### src/hdl/tsds_pkg.sv
`timescale 1ns / 1ps
// Shared types and constants for the two-stage divisor search.
package tsds_pkg;

  localparam int CFG_INDEX_W = 2;
  localparam int CFG_DATA_W  = 31;
  localparam int TARGET_W    = 31;
  localparam int STATUS_W    = 2;
  localparam int MAIN_OUT_W  = 9;
  localparam int FINE_OUT_W  = 16;
  localparam int MAIN_BITS_W = 4;
  localparam int FINE_BITS_W = 5;

  typedef enum logic [CFG_INDEX_W-1:0] {
    CFG_MAIN_BITS   = 2'd0,
    CFG_FINE_BITS   = 2'd1,
    CFG_SOURCE_RATE = 2'd2
  } cfg_idx_t;

  typedef enum logic [STATUS_W-1:0] {
    ST_FOUND = 2'd0,
    ST_PASS  = 2'd1,
    ST_NONE  = 2'd2
  } status_t;

  localparam logic [MAIN_BITS_W-1:0] MAIN_BITS_RST   = 4'd4;
  localparam logic [FINE_BITS_W-1:0] FINE_BITS_RST   = 5'd8;
  localparam logic [CFG_DATA_W-1:0]  SOURCE_RATE_RST = 31'd400000000;

endpackage

### src/hdl/tsds_div.sv
`timescale 1ns / 1ps
// Restoring unsigned divider, two quotient bits per cycle.
module tsds_div #(
  parameter int WIDTH = 31
) (
  input  logic             clk,
  input  logic             rst_n,
  input  logic             start,
  input  logic [WIDTH-1:0] dividend,
  input  logic [WIDTH-1:0] divisor,
  output logic             done,
  output logic [WIDTH-1:0] quotient
);

  localparam int DW    = WIDTH + (WIDTH % 2);
  localparam int STEPS = DW / 2;
  localparam int CNTW  = (STEPS > 1) ? $clog2(STEPS) : 1;

  logic [DW-1:0]    quo_r, quo_nxt;
  logic [WIDTH-1:0] rem_r, rem_nxt;
  logic [WIDTH-1:0] div_r;
  logic [CNTW-1:0]  cnt_r;
  logic             busy_r;
  logic             done_r;

  always_comb begin
    logic [WIDTH:0] trial;
    logic [WIDTH:0] diff;
    logic           ge;
    rem_nxt = rem_r;
    quo_nxt = quo_r;
    for (int i = 0; i < 2; i++) begin
      trial = {rem_nxt, quo_nxt[DW-1]};
      diff  = trial - {1'b0, div_r};
      ge    = (trial >= {1'b0, div_r});
      rem_nxt = ge ? diff[WIDTH-1:0] : trial[WIDTH-1:0];
      quo_nxt = {quo_nxt[DW-2:0], ge};
    end
  end

  always_ff @(posedge clk) begin
    if (!rst_n) begin
      busy_r <= 1'b0;
      done_r <= 1'b0;
      cnt_r  <= '0;
    end else begin
      done_r <= 1'b0;
      if (start) begin
        busy_r <= 1'b1;
        cnt_r  <= '0;
      end else if (busy_r) begin
        cnt_r <= cnt_r + CNTW'(1);
        if (cnt_r == CNTW'(STEPS - 1)) begin
          busy_r <= 1'b0;
          done_r <= 1'b1;
        end
      end
    end
  end

  always_ff @(posedge clk) begin
    if (start) begin
      quo_r <= DW'(dividend);
      rem_r <= '0;
      div_r <= divisor;
    end else if (busy_r) begin
      quo_r <= quo_nxt;
      rem_r <= rem_nxt;
    end
  end

  assign done     = done_r;
  assign quotient = quo_r[WIDTH-1:0];

endmodule

### src/hdl/two_stage_divisor_search.sv
`timescale 1ns / 1ps
// Two-stage divisor search: one shared divider under a small sequencer.
// Zero and passthrough cases go straight from S_IDLE to S_DONE; a full search takes 2^mb
// trials of three divisions each on the divider (31 bits wide by default). S_DONE loads the
// output register once the output is free, and out_valid follows from that register.
// One transaction at a time: in_stall stays high until the sequencer returns to S_IDLE.
// Reset (synchronous, rst_n low): idle, no result pending, registers at defaults.
module two_stage_divisor_search #(
  parameter int MAX_MAIN_BITS = 8,
  parameter int MAX_FINE_BITS = 16,
  parameter int RATE_WIDTH    = 31
) (
  input  logic                             clk,
  input  logic                             rst_n,
  input  logic                             in_valid,
  output logic                             in_stall,
  input  logic [tsds_pkg::TARGET_W-1:0]    in_target_rate,
  output logic                             out_valid,
  input  logic                             out_stall,
  output logic [tsds_pkg::STATUS_W-1:0]    out_status,
  output logic [tsds_pkg::MAIN_OUT_W-1:0]  out_main_divisor,
  output logic [tsds_pkg::FINE_OUT_W-1:0]  out_fine_divisor,
  input  logic                             cfg_valid,
  output logic                             cfg_ready,
  input  logic [tsds_pkg::CFG_INDEX_W-1:0] cfg_index,
  input  logic [tsds_pkg::CFG_DATA_W-1:0]  cfg_data
);

  localparam int RW   = RATE_WIDTH;
  localparam int MW   = MAX_MAIN_BITS + 1;
  localparam int FW   = MAX_FINE_BITS;
  localparam int DIVW = (RW > MW) ? RW : MW;
  localparam int CMPW = (DIVW > FW) ? DIVW : FW;

  typedef enum logic [4:0] {
    S_IDLE = 5'b00001,
    S_DQ   = 5'b00010,
    S_DF   = 5'b00100,
    S_DR   = 5'b01000,
    S_DONE = 5'b10000
  } state_t;

  state_t state_r, state_nxt;

  logic [tsds_pkg::MAIN_BITS_W-1:0] main_bits_r;
  logic [tsds_pkg::FINE_BITS_W-1:0] fine_bits_r;
  logic [RW-1:0]                    source_r;

  logic [RW-1:0] target_r, target_nxt;
  logic [RW-1:0] q_r, q_nxt;
  logic [RW-1:0] best_err_r, best_err_nxt;
  logic [MW-1:0] m_r, m_nxt;
  logic [MW-1:0] last_m_r, last_m_nxt;
  logic [MW-1:0] best_main_r, best_main_nxt;
  logic [FW-1:0] best_fine_r, best_fine_nxt;
  logic [FW-1:0] cap_r, cap_nxt;
  logic          kept_r, kept_nxt;

  tsds_pkg::status_t res_status_r, res_status_nxt;
  logic [MW-1:0]     res_main_r, res_main_nxt;
  logic [FW-1:0]     res_fine_r, res_fine_nxt;

  logic                          out_valid_r;
  tsds_pkg::status_t             out_status_r;
  logic [tsds_pkg::MAIN_OUT_W-1:0] out_main_r;
  logic [tsds_pkg::FINE_OUT_W-1:0] out_fine_r;
  logic                          out_load;

  logic            div_start;
  logic [DIVW-1:0] div_dividend;
  logic [DIVW-1:0] div_divisor;
  logic            div_done;
  logic [DIVW-1:0] div_quo;

  logic [RW-1:0] in_target;
  logic [4:0]    mb_eff;
  logic [4:0]    fb_eff;
  logic [FW:0]   cap_sh;
  logic [FW-1:0] fine_c;
  logic [RW-1:0] rate_c;
  logic [RW-1:0] err_c;
  logic          trial_ok;

  tsds_div #(
    .WIDTH(DIVW)
  ) u_div (
    .clk      (clk),
    .rst_n    (rst_n),
    .start    (div_start),
    .dividend (div_dividend),
    .divisor  (div_divisor),
    .done     (div_done),
    .quotient (div_quo)
  );

  assign in_target = RW'(in_target_rate);
  assign mb_eff = ({1'b0, main_bits_r} > 5'(MAX_MAIN_BITS)) ? 5'(MAX_MAIN_BITS)
                                                            : {1'b0, main_bits_r};
  assign fb_eff = (fine_bits_r > 5'(MAX_FINE_BITS)) ? 5'(MAX_FINE_BITS) : fine_bits_r;
  assign cap_sh = (FW + 1)'(1) << fb_eff;

  always_comb begin
    logic [FW-1:0] f_clamp;
    f_clamp = (CMPW'(div_quo) > CMPW'(cap_r)) ? cap_r : FW'(div_quo);
    fine_c  = (f_clamp == '0) ? FW'(1) : f_clamp;
  end

  assign rate_c   = RW'(div_quo);
  assign err_c    = target_r - rate_c;
  assign trial_ok = (rate_c <= target_r) && (err_c <= best_err_r);

  always_comb begin
    state_nxt      = state_r;
    target_nxt     = target_r;
    q_nxt          = q_r;
    best_err_nxt   = best_err_r;
    m_nxt          = m_r;
    last_m_nxt     = last_m_r;
    best_main_nxt  = best_main_r;
    best_fine_nxt  = best_fine_r;
    cap_nxt        = cap_r;
    kept_nxt       = kept_r;
    res_status_nxt = res_status_r;
    res_main_nxt   = res_main_r;
    res_fine_nxt   = res_fine_r;
    div_start      = 1'b0;
    div_dividend   = DIVW'(source_r);
    div_divisor    = DIVW'(1);
    out_load       = 1'b0;

    unique case (state_r)
      S_IDLE: begin
        if (in_valid) begin
          target_nxt = in_target;
          if (source_r == '0 || in_target == '0) begin
            res_status_nxt = tsds_pkg::ST_NONE;
            res_main_nxt   = '0;
            res_fine_nxt   = FW'(1);
            state_nxt      = S_DONE;
          end else if (in_target >= source_r) begin
            res_status_nxt = tsds_pkg::ST_PASS;
            res_main_nxt   = MW'(1);
            res_fine_nxt   = FW'(1);
            state_nxt      = S_DONE;
          end else begin
            m_nxt         = MW'(1);
            last_m_nxt    = MW'(1) << mb_eff;
            cap_nxt       = cap_sh[FW-1:0] - FW'(1);
            best_err_nxt  = in_target;
            best_main_nxt = '0;
            best_fine_nxt = FW'(1);
            kept_nxt      = 1'b0;
            div_start     = 1'b1;
            div_dividend  = DIVW'(source_r);
            div_divisor   = DIVW'(1);
            state_nxt     = S_DQ;
          end
        end
      end
      S_DQ: begin
        if (div_done) begin
          q_nxt        = RW'(div_quo);
          div_start    = 1'b1;
          div_dividend = div_quo;
          div_divisor  = DIVW'(target_r);
          state_nxt    = S_DF;
        end
      end
      S_DF: begin
        if (div_done) begin
          best_fine_nxt = best_fine_r;
          div_start     = 1'b1;
          div_dividend  = DIVW'(q_r);
          div_divisor   = DIVW'(fine_c);
          cap_nxt       = cap_r;
          res_fine_nxt  = fine_c;
          state_nxt     = S_DR;
        end
      end
      S_DR: begin
        if (div_done) begin
          if (trial_ok) begin
            best_err_nxt  = err_c;
            best_main_nxt = m_r;
            best_fine_nxt = res_fine_r;
            kept_nxt      = 1'b1;
          end
          if (m_r == last_m_r) begin
            if (kept_nxt) begin
              res_status_nxt = tsds_pkg::ST_FOUND;
              res_main_nxt   = best_main_nxt;
              res_fine_nxt   = best_fine_nxt;
            end else begin
              res_status_nxt = tsds_pkg::ST_NONE;
              res_main_nxt   = '0;
              res_fine_nxt   = FW'(1);
            end
            state_nxt = S_DONE;
          end else begin
            m_nxt        = m_r + MW'(1);
            div_start    = 1'b1;
            div_dividend = DIVW'(source_r);
            div_divisor  = DIVW'(m_nxt);
            state_nxt    = S_DQ;
          end
        end
      end
      S_DONE: begin
        if (!out_valid_r || !out_stall) begin
          out_load  = 1'b1;
          state_nxt = S_IDLE;
        end
      end
      default: state_nxt = S_IDLE;
    endcase
  end

  always_ff @(posedge clk) begin
    if (!rst_n) begin
      state_r     <= S_IDLE;
      out_valid_r <= 1'b0;
      main_bits_r <= tsds_pkg::MAIN_BITS_RST;
      fine_bits_r <= tsds_pkg::FINE_BITS_RST;
      source_r    <= RW'(tsds_pkg::SOURCE_RATE_RST);
    end else begin
      state_r <= state_nxt;
      if (out_load) begin
        out_valid_r <= 1'b1;
      end else if (!out_stall) begin
        out_valid_r <= 1'b0;
      end
      if (cfg_valid) begin
        unique case (cfg_index)
          tsds_pkg::CFG_MAIN_BITS:   main_bits_r <= cfg_data[tsds_pkg::MAIN_BITS_W-1:0];
          tsds_pkg::CFG_FINE_BITS:   fine_bits_r <= cfg_data[tsds_pkg::FINE_BITS_W-1:0];
          tsds_pkg::CFG_SOURCE_RATE: source_r    <= RW'(cfg_data);
          default: ;
        endcase
      end
    end
  end

  always_ff @(posedge clk) begin
    target_r     <= target_nxt;
    q_r          <= q_nxt;
    best_err_r   <= best_err_nxt;
    m_r          <= m_nxt;
    last_m_r     <= last_m_nxt;
    best_main_r  <= best_main_nxt;
    best_fine_r  <= best_fine_nxt;
    cap_r        <= cap_nxt;
    kept_r       <= kept_nxt;
    res_status_r <= res_status_nxt;
    res_main_r   <= res_main_nxt;
    res_fine_r   <= res_fine_nxt;
    if (out_load) begin
      out_status_r <= res_status_r;
      out_main_r   <= tsds_pkg::MAIN_OUT_W'(res_main_r);
      out_fine_r   <= tsds_pkg::FINE_OUT_W'(res_fine_r);
    end
  end

  assign in_stall         = (state_r != S_IDLE);
  assign cfg_ready        = 1'b1;
  assign out_valid        = out_valid_r;
  assign out_status       = out_status_r;
  assign out_main_divisor = out_main_r;
  assign out_fine_divisor = out_fine_r;

endmodule

### config.mk
export PLATFORM = sky130hd
export DESIGN_NAME = two_stage_divisor_search
export DESIGN_NICKNAME = d
export VERILOG_FILES = /design/src/hdl/tsds_pkg.sv /design/src/hdl/tsds_div.sv /design/src/hdl/two_stage_divisor_search.sv
export SDC_FILE = /design/constraint.sdc
export NUM_CORES = 1
export LEC_CHECK = 0
export BUFFER_PORTS_ARGS = -buffer_cell sky130_fd_sc_hd__buf_2
export CORE_ASPECT_RATIO = 1.2
export CORE_MARGIN = 10
export CORE_UTILIZATION = 40
export CTS_CLUSTER_DIAMETER = 50
export DETAILED_ROUTE_END_ITERATION = 8
export PLACE_DENSITY_LB_ADDON = 0.3
export REMOVE_ABC_BUFFERS = 1
export SKIP_CTS_REPAIR_TIMING = 1
export SLEW_MARGIN = 10
export SYNTH_ARGS = -nofsm -noshare
export SYNTH_HDL_FRONTEND = slang
export SYNTH_SLANG_ARGS = --single-unit
### constraint.sdc
create_clock -name clk -period 11 [get_ports clk]
set_input_delay 2.75 -clock clk [delete_from_list [all_inputs] [get_ports clk]]
set_output_delay 2.75 -clock clk [all_outputs]
set_load 0.01 [all_outputs]
[Word level (Yosys, flattened, before mapping)]
Index checks and enable logic that the tools add are counted.
Widths: inputs -> output; s select.
Operators by class
  mux-type cells: 94
  equality and inequality tests: 23
  bitwise gates (word level): 4
  reduce and logical (&&, ||, !) cells: 28
  divide/modulo/power cells: 0
  $add $sub $neg: 6
  $mul: 0
  shift operators: 2
  $lt $le $gt $ge: 8
Operators by type and width (number)
  $mux 31: 12
  $mux 16: 15
  $mux 9: 18
  $pmux 31 s2: 2
  $pmux 31 s3: 1
  $sub 31x31->31: 3
  $ge 32x31->1: 2
  $le 31x31->1: 2
  $logic_not 31->1: 2
  $pmux 9 s2: 3
  $pmux 16 s3: 1
  $mux 5: 9
  $pmux 16 s2: 1
  $ge 31x31->1: 1
  $gt 31x16->1: 1
  $pmux 5 s5: 1
  $mux 1: 21
  $reduce_and 6->1: 3
  $logic_not 16->1: 1
  $shl 1x5->16 const A: 1
  $sub 16x1->16 const B: 1
  $reduce_and 5->1: 3
  $ne 2x2->1 const B: 7
  $mux 2: 6
  32 further kinds: 48
Word-level totals
  word-level logic and storage cells: 192
  bits in latches: 0
  bits in read-only memories: 0
  bits in writable memories: 0
  register bits after elaboration: 353
  output and inout bits: 30
  input bits: 69
  memories kept: 0

[Longest topological paths before layout]
Gate-level depths: netlist of the first run.
  word-level depth: 10
  depth in mapped cells: 24
  depth with buffers taken out: 22

[Modules after synthesis]
A second synthesis of the first run with hierarchy kept.
Unflattened totals
  cell total of the unflattened synthesis: 2429
  area, all modules: 22763.1 µm²
By module, submodules not included
  two_stage_divisor_search: seq. area each 7136.8 µm², cells an instance 1540, area each 14993.1 µm², instances 1
  tsds_div: seq. area each 2622.5 µm², cells an instance 889, area each 7770.0 µm², instances 1

[Worst setup path before layout of the first run]
OpenSTA, ideal clock, no wires.
  kind: input-to-reg
  start: in in_target_rate[1] (netlist name)
  end: reg best_err_r[0] (enable)
  buffers on the path: 0
  slack: 3098 ps
  required time: 10533 ps
  cell stages on the path: 10
  arrival time: 7436 ps
  library setup time: 467 ps
  cell sequence: ha_1 nor2b_1 o211ai_1 a21boi_0 o41a_1 o311ai_0 nand2_1 o21ai_0 and2_1 a21boi_0
Between the ends
  word-level cells in the longest chain between the ends: 4
  elaborated cells between the ends (all ways): 6
  classes of those cells: 1 x order compare; 2 x eq/ne; 3 x reduce/logical
RTL lines
  from (decl): line two_stage_divisor_search.sv:17  | input logic [tsds_pkg::TARGET_W-1:0] in_target_rate,
  parallel branches: the longest is 3 deep, another holds $ge 31x31->1
  $reduce_and 6->1 (no source line) (*)
  to (signal assigned): line two_stage_divisor_search.sv:246  | best_err_r <= best_err_nxt;
  to (decl): line two_stage_divisor_search.sv:51  | logic [RW-1:0] best_err_r, best_err_nxt;
Mark *: on every way between the ends.
A chain may end at the register's enable or synchronous reset.

[Final worst setup path of the first run]
  start: in in_target_rate[26] (netlist name)
  end: reg u_div.div_r[26] (enable)
Between the ends
  word-level cells in the longest chain between the ends: 5
  elaborated cells between the ends (all ways): 7
  classes of those cells: 1 x order compare; 4 x mux; 2 x reduce/logical
RTL lines
  $ge 31x31->1 / $logic_not 31->1 (equally long branches): line two_stage_divisor_search.sv:140, two_stage_divisor_search.sv:135
  $mux 1 / $logic_or 1x1->1 (equally long branches): line two_stage_divisor_search.sv:140, two_stage_divisor_search.sv:135
  $mux 1 (*): line two_stage_divisor_search.sv:135  | if (source_r == '0 || in_target == '0) begin
  $mux 1 (*): line two_stage_divisor_search.sv:133  | if (in_valid) begin
  $pmux 1 s3 (*): line two_stage_divisor_search.sv:131  | unique case (state_r)
  named net div_start: line two_stage_divisor_search.sv:69  | logic div_start;
  to (signal assigned): line tsds_div.sv:65  | div_r <= divisor;
  to (decl): line tsds_div.sv:21  | logic [WIDTH-1:0] div_r;
Mark *: on every way through the listed nets, which the timed path passes. The rest lies on a longest branch.

==> impl_results.md, run 1 <==
- Status: finished clean
- Top-count cell post-synth: edfxtp_1
- Final Max Slew Viols: 0
- Cell area after layout: 0.0250 mm2
- Hold_sp: res_main_r[3]$_SDFFCE_PN0P_
- Initial antenna violation count: 1
- Final hold viol count: 0
- Period utilization: 63.7%
- Largest cells by area after synthesis: edfxtp_1 36%, ha_1 9.7%, dfxtp_1 7.5%, a21oi_1 3.9%, mux2i_1 3.7%
- Met2 wire length: 32.3 mm
- Cell Rows: 95
- Critical Path AT: 6940 ps
- Die W: 237 um
- Vias/cell: 5.82
- FMAX: 143 MHz
- Required @ worst endpoint: 10940 ps
- Critical path type: in -> reg
- Die footprint: 0.0662 mm2
- Max layer used: met4
- Maximum vdd drop: 0.000144 V
- Clock period minus worst slack: 7000 ps
- Synth area leader: edfxtp_1
- Setup TNS: 0 ps
- Slew headroom: a little over a fifth
- CTS tree: built
- Clk_lat worst skew: ~560 ps
- Gpl congestion: 0.933
- NumNets Final: ~2600
- Number of synthesized flops with an enable pin: 269
- Worst Reg-to-Reg Cells: 22
- Clock skew: 33.6 ps
- Cell Area, Placed: 0.0237 mm2
- First-pass GRT wire length: 103 mm
- Final setup fails: 0
- Initial Util: 40.3%
- Pre-CTS setup slack: 3780 ps
- GRT overflow: 0
- Synth Instances: 2339
- Netlist cell types: 78
- Unrepaired setup endpoints after global routing: false
- FILL cells: 5328
- IO buf count: 97
- Util after Layout: between 40% and 50%
- DR WL/cell: 21.0 um
- Syn Area/Cell: slightly below 10 um2
- Routed wl met3: roughly 2.9 mm
- Min-Delay Path Depth: 0
- Top-area cell type share of the netlist area: 35.9%
- Clk sinks: 353
- Vias: 18342
- Global Route Usage Sum: 19.1%
- Mapped Area: 0.0225 mm2
- Dominant synthesized flop cell: edfxtp_1
- Area grow syn2layout: 11.1%
- Share of cells above drive strength 1: 10.2%
- Leak pwr: 0.0101 uW
- Post-DP HPWL: 50.4 mm
- Max_cap viols: 0
- FF-to-FF setup slack: 4110 ps
- Largest buffer count on any clock path: 3
- Core area: 0.0559 mm2
- Reg2reg start: u_div.div_r[0]$_SDFFCE_PN1P_
- Crit end category: flip-flop
- Drt pass-1 iters: 5
- Io pins: 99
- Sequential area share after synthesis: a little over two fifths
- PwrDens: 321 mW/mm2
- Final Worst Setup Slack: 4000 ps
- Die H: 280 um
- Asr flop ratio synth: 0%
- Hold Crit Class: reg -> reg
- Clk root buf: clkbuf_16
- Met1 wire length: between 20 and 30 mm
- Hold Path End: out_main_divisor[3]$_DFFE_PP_
- Number of remaining DRC errors: 0
- Worst-path maximum fanout: 43
- Worst-path clk slew: 60 ps
- Syn. warnings: 0
- Post-route ant nets: 0
- Inserted Clock Buffers: 39
- Pin count of the biggest net entering global routing: 66
- Routed wire length: 66.0 mm
- RR Endpoint: u_div.rem_r[1]$_SDFFE_PP0P_
- Commonest cells in the netlist: 269 x edfxtp_1, 215 x nand2_1, 192 x inv_1
- Startpoint Class: input port
- Number of H-tree levels: 2
- Vias in the first global route: approximately 18000
- Least-Margin Pin Slew: around 1200 ps
- DR iter-0 viols: around 1500
- Synth Register Bits: 353
[critical path: stages]
cell and delay, ps:
buf_2 140, nor4_1 440, nand4_1 170, o22ai_1 820
a211o_1 190, a211oi_1 120, nand2_1 310, o2111a_2 820
clkinv_1 1140
[layout make-up]
class | count | area, um2 | area share, %
clock inverter | 21 | 265 | 1.06
clock buffer | 51 | 1060 | 4.25
tap | 727 | 910 | 3.64
sequential | 353 | 9760 | 39.0
antenna | 1 | 2.50 | 0.0100
timing repair buffer | 119 | 658 | 2.63
inverter | 193 | 724 | 2.90
multi-input combinational | 1684 | 11600 | 46.5
[cell families (layout without fill, tap and decap cells)]
group | after synthesis | after routing | synth area share, %
AOI/OAI and AO/OA | 641 | 641 | 18.5
DFF | 353 | 353 | 43.3
and+or+nand+nor | 662 | 662 | 14.3
muxes | 122 | 122 | 5.64
adders and majority gates | 177 | 177 | 9.93
other | 1 | 2 | 0.0166
buffers and inverters | 302 | 384 | 5.20
xor gates and xnor gates | 81 | 81 | 3.15
[layout by cell type, fill, tap and decap left out, types with 9 or more instances in the layout]
master / instances
nor2_1: 114
o21bai_1: 9
nand2_1: 215
mux2i_1: 83
a21o_1: 45
dfxtp_1: 83
clkbuf_16: 40
nand3_1: 74
inv_1: 191
a221o_1: 26
nor3_1: 43
a31oi_1: 15
o31ai_1: 17
o21ai_0: 159
buf_4: 21
nor4_1: 34
a211o_1: 9
o21a_1: 29
xor2_1: 40
a21oi_1: 175
nor2b_1: 23
a211oi_1: 22
mux2_2: 39
and3_1: 26
nand2b_1: 16
buf_2: 97
ha_1: 174
o211ai_1: 30
and2_1: 20
edfxtp_1: 269
nand4_1: 42
or3_1: 16
a21boi_0: 27
xnor2_1: 41
clkbuf_1: 9
[power breakdown]
group | internal, uW | switching (uW)
registers | 1880 | 262
clock network | 807 | 554
logic | 1750 | 2770
[metrics by stage]
step | power [uW] | instances | hold WS [ps]
after global placement | 6480 | 3075 | 405
after CTS | 7980 | 3147 | 419
after floorplan | 5380 | 2230 | 400
after global routing | 8600 | 3149 | 428
final | 8030 | 3149 | 418
after detailed placement | 6590 | 3075 | 405
[layer usage]
layer	global-route usage, %	up-vias
met1	23.6	8892
met3	2.27	152
met4	8.22	0
met2	33.2	561
li1	-	8737
met5	0	-
[how the worst max path moves through the flow]
stage / cells after the start / from / end
after floorplan: 5 / state_r[4]$_SDFFE_PN0P_ / u_div.quo_r[0]$_DFFE_PP_
after global placement: 10 / in_target_rate[14] / u_div.busy_r$_SDFF_PN0_
after detailed placement: 10 / in_target_rate[14] / u_div.busy_r$_SDFF_PN0_
after CTS: 23 / u_div.quo_r[31]$_SDFFE_PP0P_ / u_div.rem_r[1]$_SDFFE_PP0P_
after global routing: 9 / in_target_rate[0] / u_div.div_r[23]$_SDFFCE_PN0P_
final: 9 / in_target_rate[26] / u_div.div_r[26]$_SDFFCE_PN0P_
[registers in the layout, indices dropped and copies added (netlist names), 16 cells and up]
signal and count:
best_err_r 31, best_fine_r 16, cap_r 16, out_fine_divisor 16, q_r 31, res_fine_r 16
source_r 31, target_r 31, u_div.div_r 31, u_div.quo_r 32, u_div.rem_r 31
No activity file was read; power rests on OpenSTA's default activity.
==> inputs of run 2 (changes only) <==
Clock period 11 ns to 7.3 ns, I/O delays scaled along.
==> run 2 against run 1 <==
Net effect: sequential cell count is the same; global-route usage grew 0.34 points; non-clock buffer count grew 4; utilization grew 0.19 points; sequential power grew 50%; sequential share of layout area shrank 0.16 points; routed wire length grew 1.3%; final cell count grew 0.29%; worst setup slack lost 3100 ps; first-iteration DRC count shrank 3.1%; combinational power grew 52%; critical path depth grew 14; largest power group unchanged.
==> impl_results.md, run 2 (synthesis gave the netlist of run 1 again) <==
- Cell Area, Placed: 0.0237 mm2
- Cell area after layout: between 0.02 and 0.03 mm2
- Die H: 280 um
- Least-Margin Pin Slew: 1040 ps
- Required @ worst endpoint: 7790 ps
- Clock skew: about 20 ps
- GRT met2 Usage: 34.2%
- Final hold viol count: 0
- Clock share of power: 17.3%
- GR Util met3: 2.17%
- Number of remaining DRC errors: 0
- Unrepaired setup endpoints after global routing: false
- Clk root buf: clkbuf_16
- Initial antenna violation count: 1
- NumNets Final: 2643
- M1 GR Usage: about a quarter
- GRT overflow: 0
- CTS tree: built
- Die footprint: 0.0662 mm2
- Ant. Diodes: 0
- IO buf count: just under 100
- Clock period minus worst slack: between 6000 and 7000 ps
- FMAX: 157 MHz
- Slew headroom: 30.5%
- Post-DP HPWL: about 51 mm
- Worst-path maximum fanout: 32
- Combinational power share: 56.3%
- Critical Path AT: 6880 ps
- First-pass GRT wire length: 104 mm
- Core area: 0.0559 mm2
- Global route hottest layer: met2
- Worst-path clk slew: about 60 ps
- DR WL/cell: 21.2 um
- Number of H-tree levels: 2
- Max reg flops: 32
- Die W: 237 um
- Post-route ant nets: 0
- Cell Count Post-Placement: just over 3000
- Routed wire length: 66.9 mm
- Share of cells above drive strength 1: a little over a tenth
- Pin count of the biggest net entering global routing: 69
- PwrDens: 487 mW/mm2
- Sw frac: between 40% and 50%
- Period utilization: about 88%
- Commonest non-fill, non-tap cell in the layout: edfxtp_1
- Vias in the first global route: 18417
- Startpoint Class: flip-flop
- Area grow syn2layout: 11.6%
- Gpl congestion: between 0.9 and 1
- Clk sinks: 353
- Global Route Usage Sum: approximately 20%
- Final cell count without fillers: around 3200
- Leak pwr: 0.0101 uW
- Io pins: 99
- Inserted Clock Buffers: 42
- Vias/cell: around 5.8
- Critical path type: reg -> reg
- Maximum vdd drop: ~0.00026 V
- Biggest register: u_div.quo_r
- Clk_lat worst skew: approximately 570 ps
- Reg power frac: a little over a quarter
- Final Max Slew Viols: 0
- DR iter-0 viols: 1442
- Net Sw Power: 5520 uW
- Cell Rows: between 90 and 100
- Drt pass-1 iters: 5
- Vias: about 18000
- Hold Crit Class: reg -> reg
- Final setup fails: 0
- Status: finished clean
- Initial Util: between 40% and 50%
- Util after Layout: 45.0%
- Largest buffer count on any clock path: 3
- Max_cap viols: 0
- Internal: roughly 6700 uW
- Crit end category: flip-flop
- Most frequent cells in the layout: 269 x edfxtp_1, 215 x nand2_1, 192 x inv_1
==> run 2: changes by cell type in the layout (fill, tap and decap cells not counted), moves of 2 or more <==
cell | previous run | this run
clkinv_8 | 1 | 3
clkbuf_16 | 40 | 42
clkinv_1 | 4 | 7
buf_4 | 21 | 26
inv_8 | 0 | 2
bufinv_16 | 5 | 3
clkbuf_1 | 9 | 2
inv_6 | 3 | 6
==> run 2: layout make-up <==
type                       count  area [um2]
tap                          727         910
timing repair buffer         123         681
fill                        5415       30700
clock inverter                31         308
clock buffer                  47        1100
sequential                   353        9760
multi-input combinational   1684       11600
inverter                     193         724
==> run 2: metrics by stage <==
step	total power (uW)	hold slack [ps]	worst slack [ps]	TNS [ps]
6_report	12200	418	912	0
5_1_grt	13100	424	426	0
4_1_cts	12200	419	930	0
3_5_place_dp	10000	405	965	0
3_3_place_gp	9940	404	1080	0
2_1_floorplan	8110	400	-1140	-75640
==> run 2: path summary, 6_finish.rpt <==
| path | from | slack, ps | cells past startpoint | end |
|---|---|---|---|---|
| worst min-delay path | res_status_r[0]$_SDFFCE_PP0P_ | 420 | 0 | out_status[0]$_DFFE_PP_ |
| worst max-delay path | u_div.quo_r[31]$_SDFFE_PP0P_ | 910 | 23 | u_div.rem_r[15]$_SDFFE_PP0P_ |
| worst min register to register | res_status_r[0]$_SDFFCE_PP0P_ | 420 | 0 | out_status[0]$_DFFE_PP_ |
| worst max register to register | u_div.quo_r[31]$_SDFFE_PP0P_ | 910 | 23 | u_div.rem_r[15]$_SDFFE_PP0P_ |
==> run 2: power by group through the flow <==
stage          clock network (uW)  registers [uW]  logic (uW)
2_1_floorplan                   0            3110        5000
3_3_place_gp                    0            3240        6700
5_1_grt                      2240            3280        7580
3_5_place_dp                    0            3260        6760
6_report                     2120            3230        6890
4_1_cts                      2160            3220        6810
==> run 2: critical path: stages, from the launching register on <==
cell and delay, ps:
dfxtp_1 310, inv_1 70, ha_1 150, inv_1 50, fa_1 410, a211oi_1 420, nor3_1 170, o21a_1 250
o211ai_1 290, a31oi_1 220, nor2_2 110, buf_4 410, mux2_2 410, ha_1 410, nand3_1 170, nor4_1 580
a221oi_1 200, o21ai_0 380, nor3_1 90, o21ai_0 350, a21oi_4 50, buf_4 270, or3_1 410, a21oi_1 120
==> run 2: layer usage <==
metal / routed length, um / vias up / share of wire [%]
li1: - / 8757 / -
met1: 27900 / 8881 / 42
met2: 33000 / 598 / 49
met3: 3100 / 152 / 4.6
met4: 2880 / 2 / 4.3
met5: 13 / - / 0.019
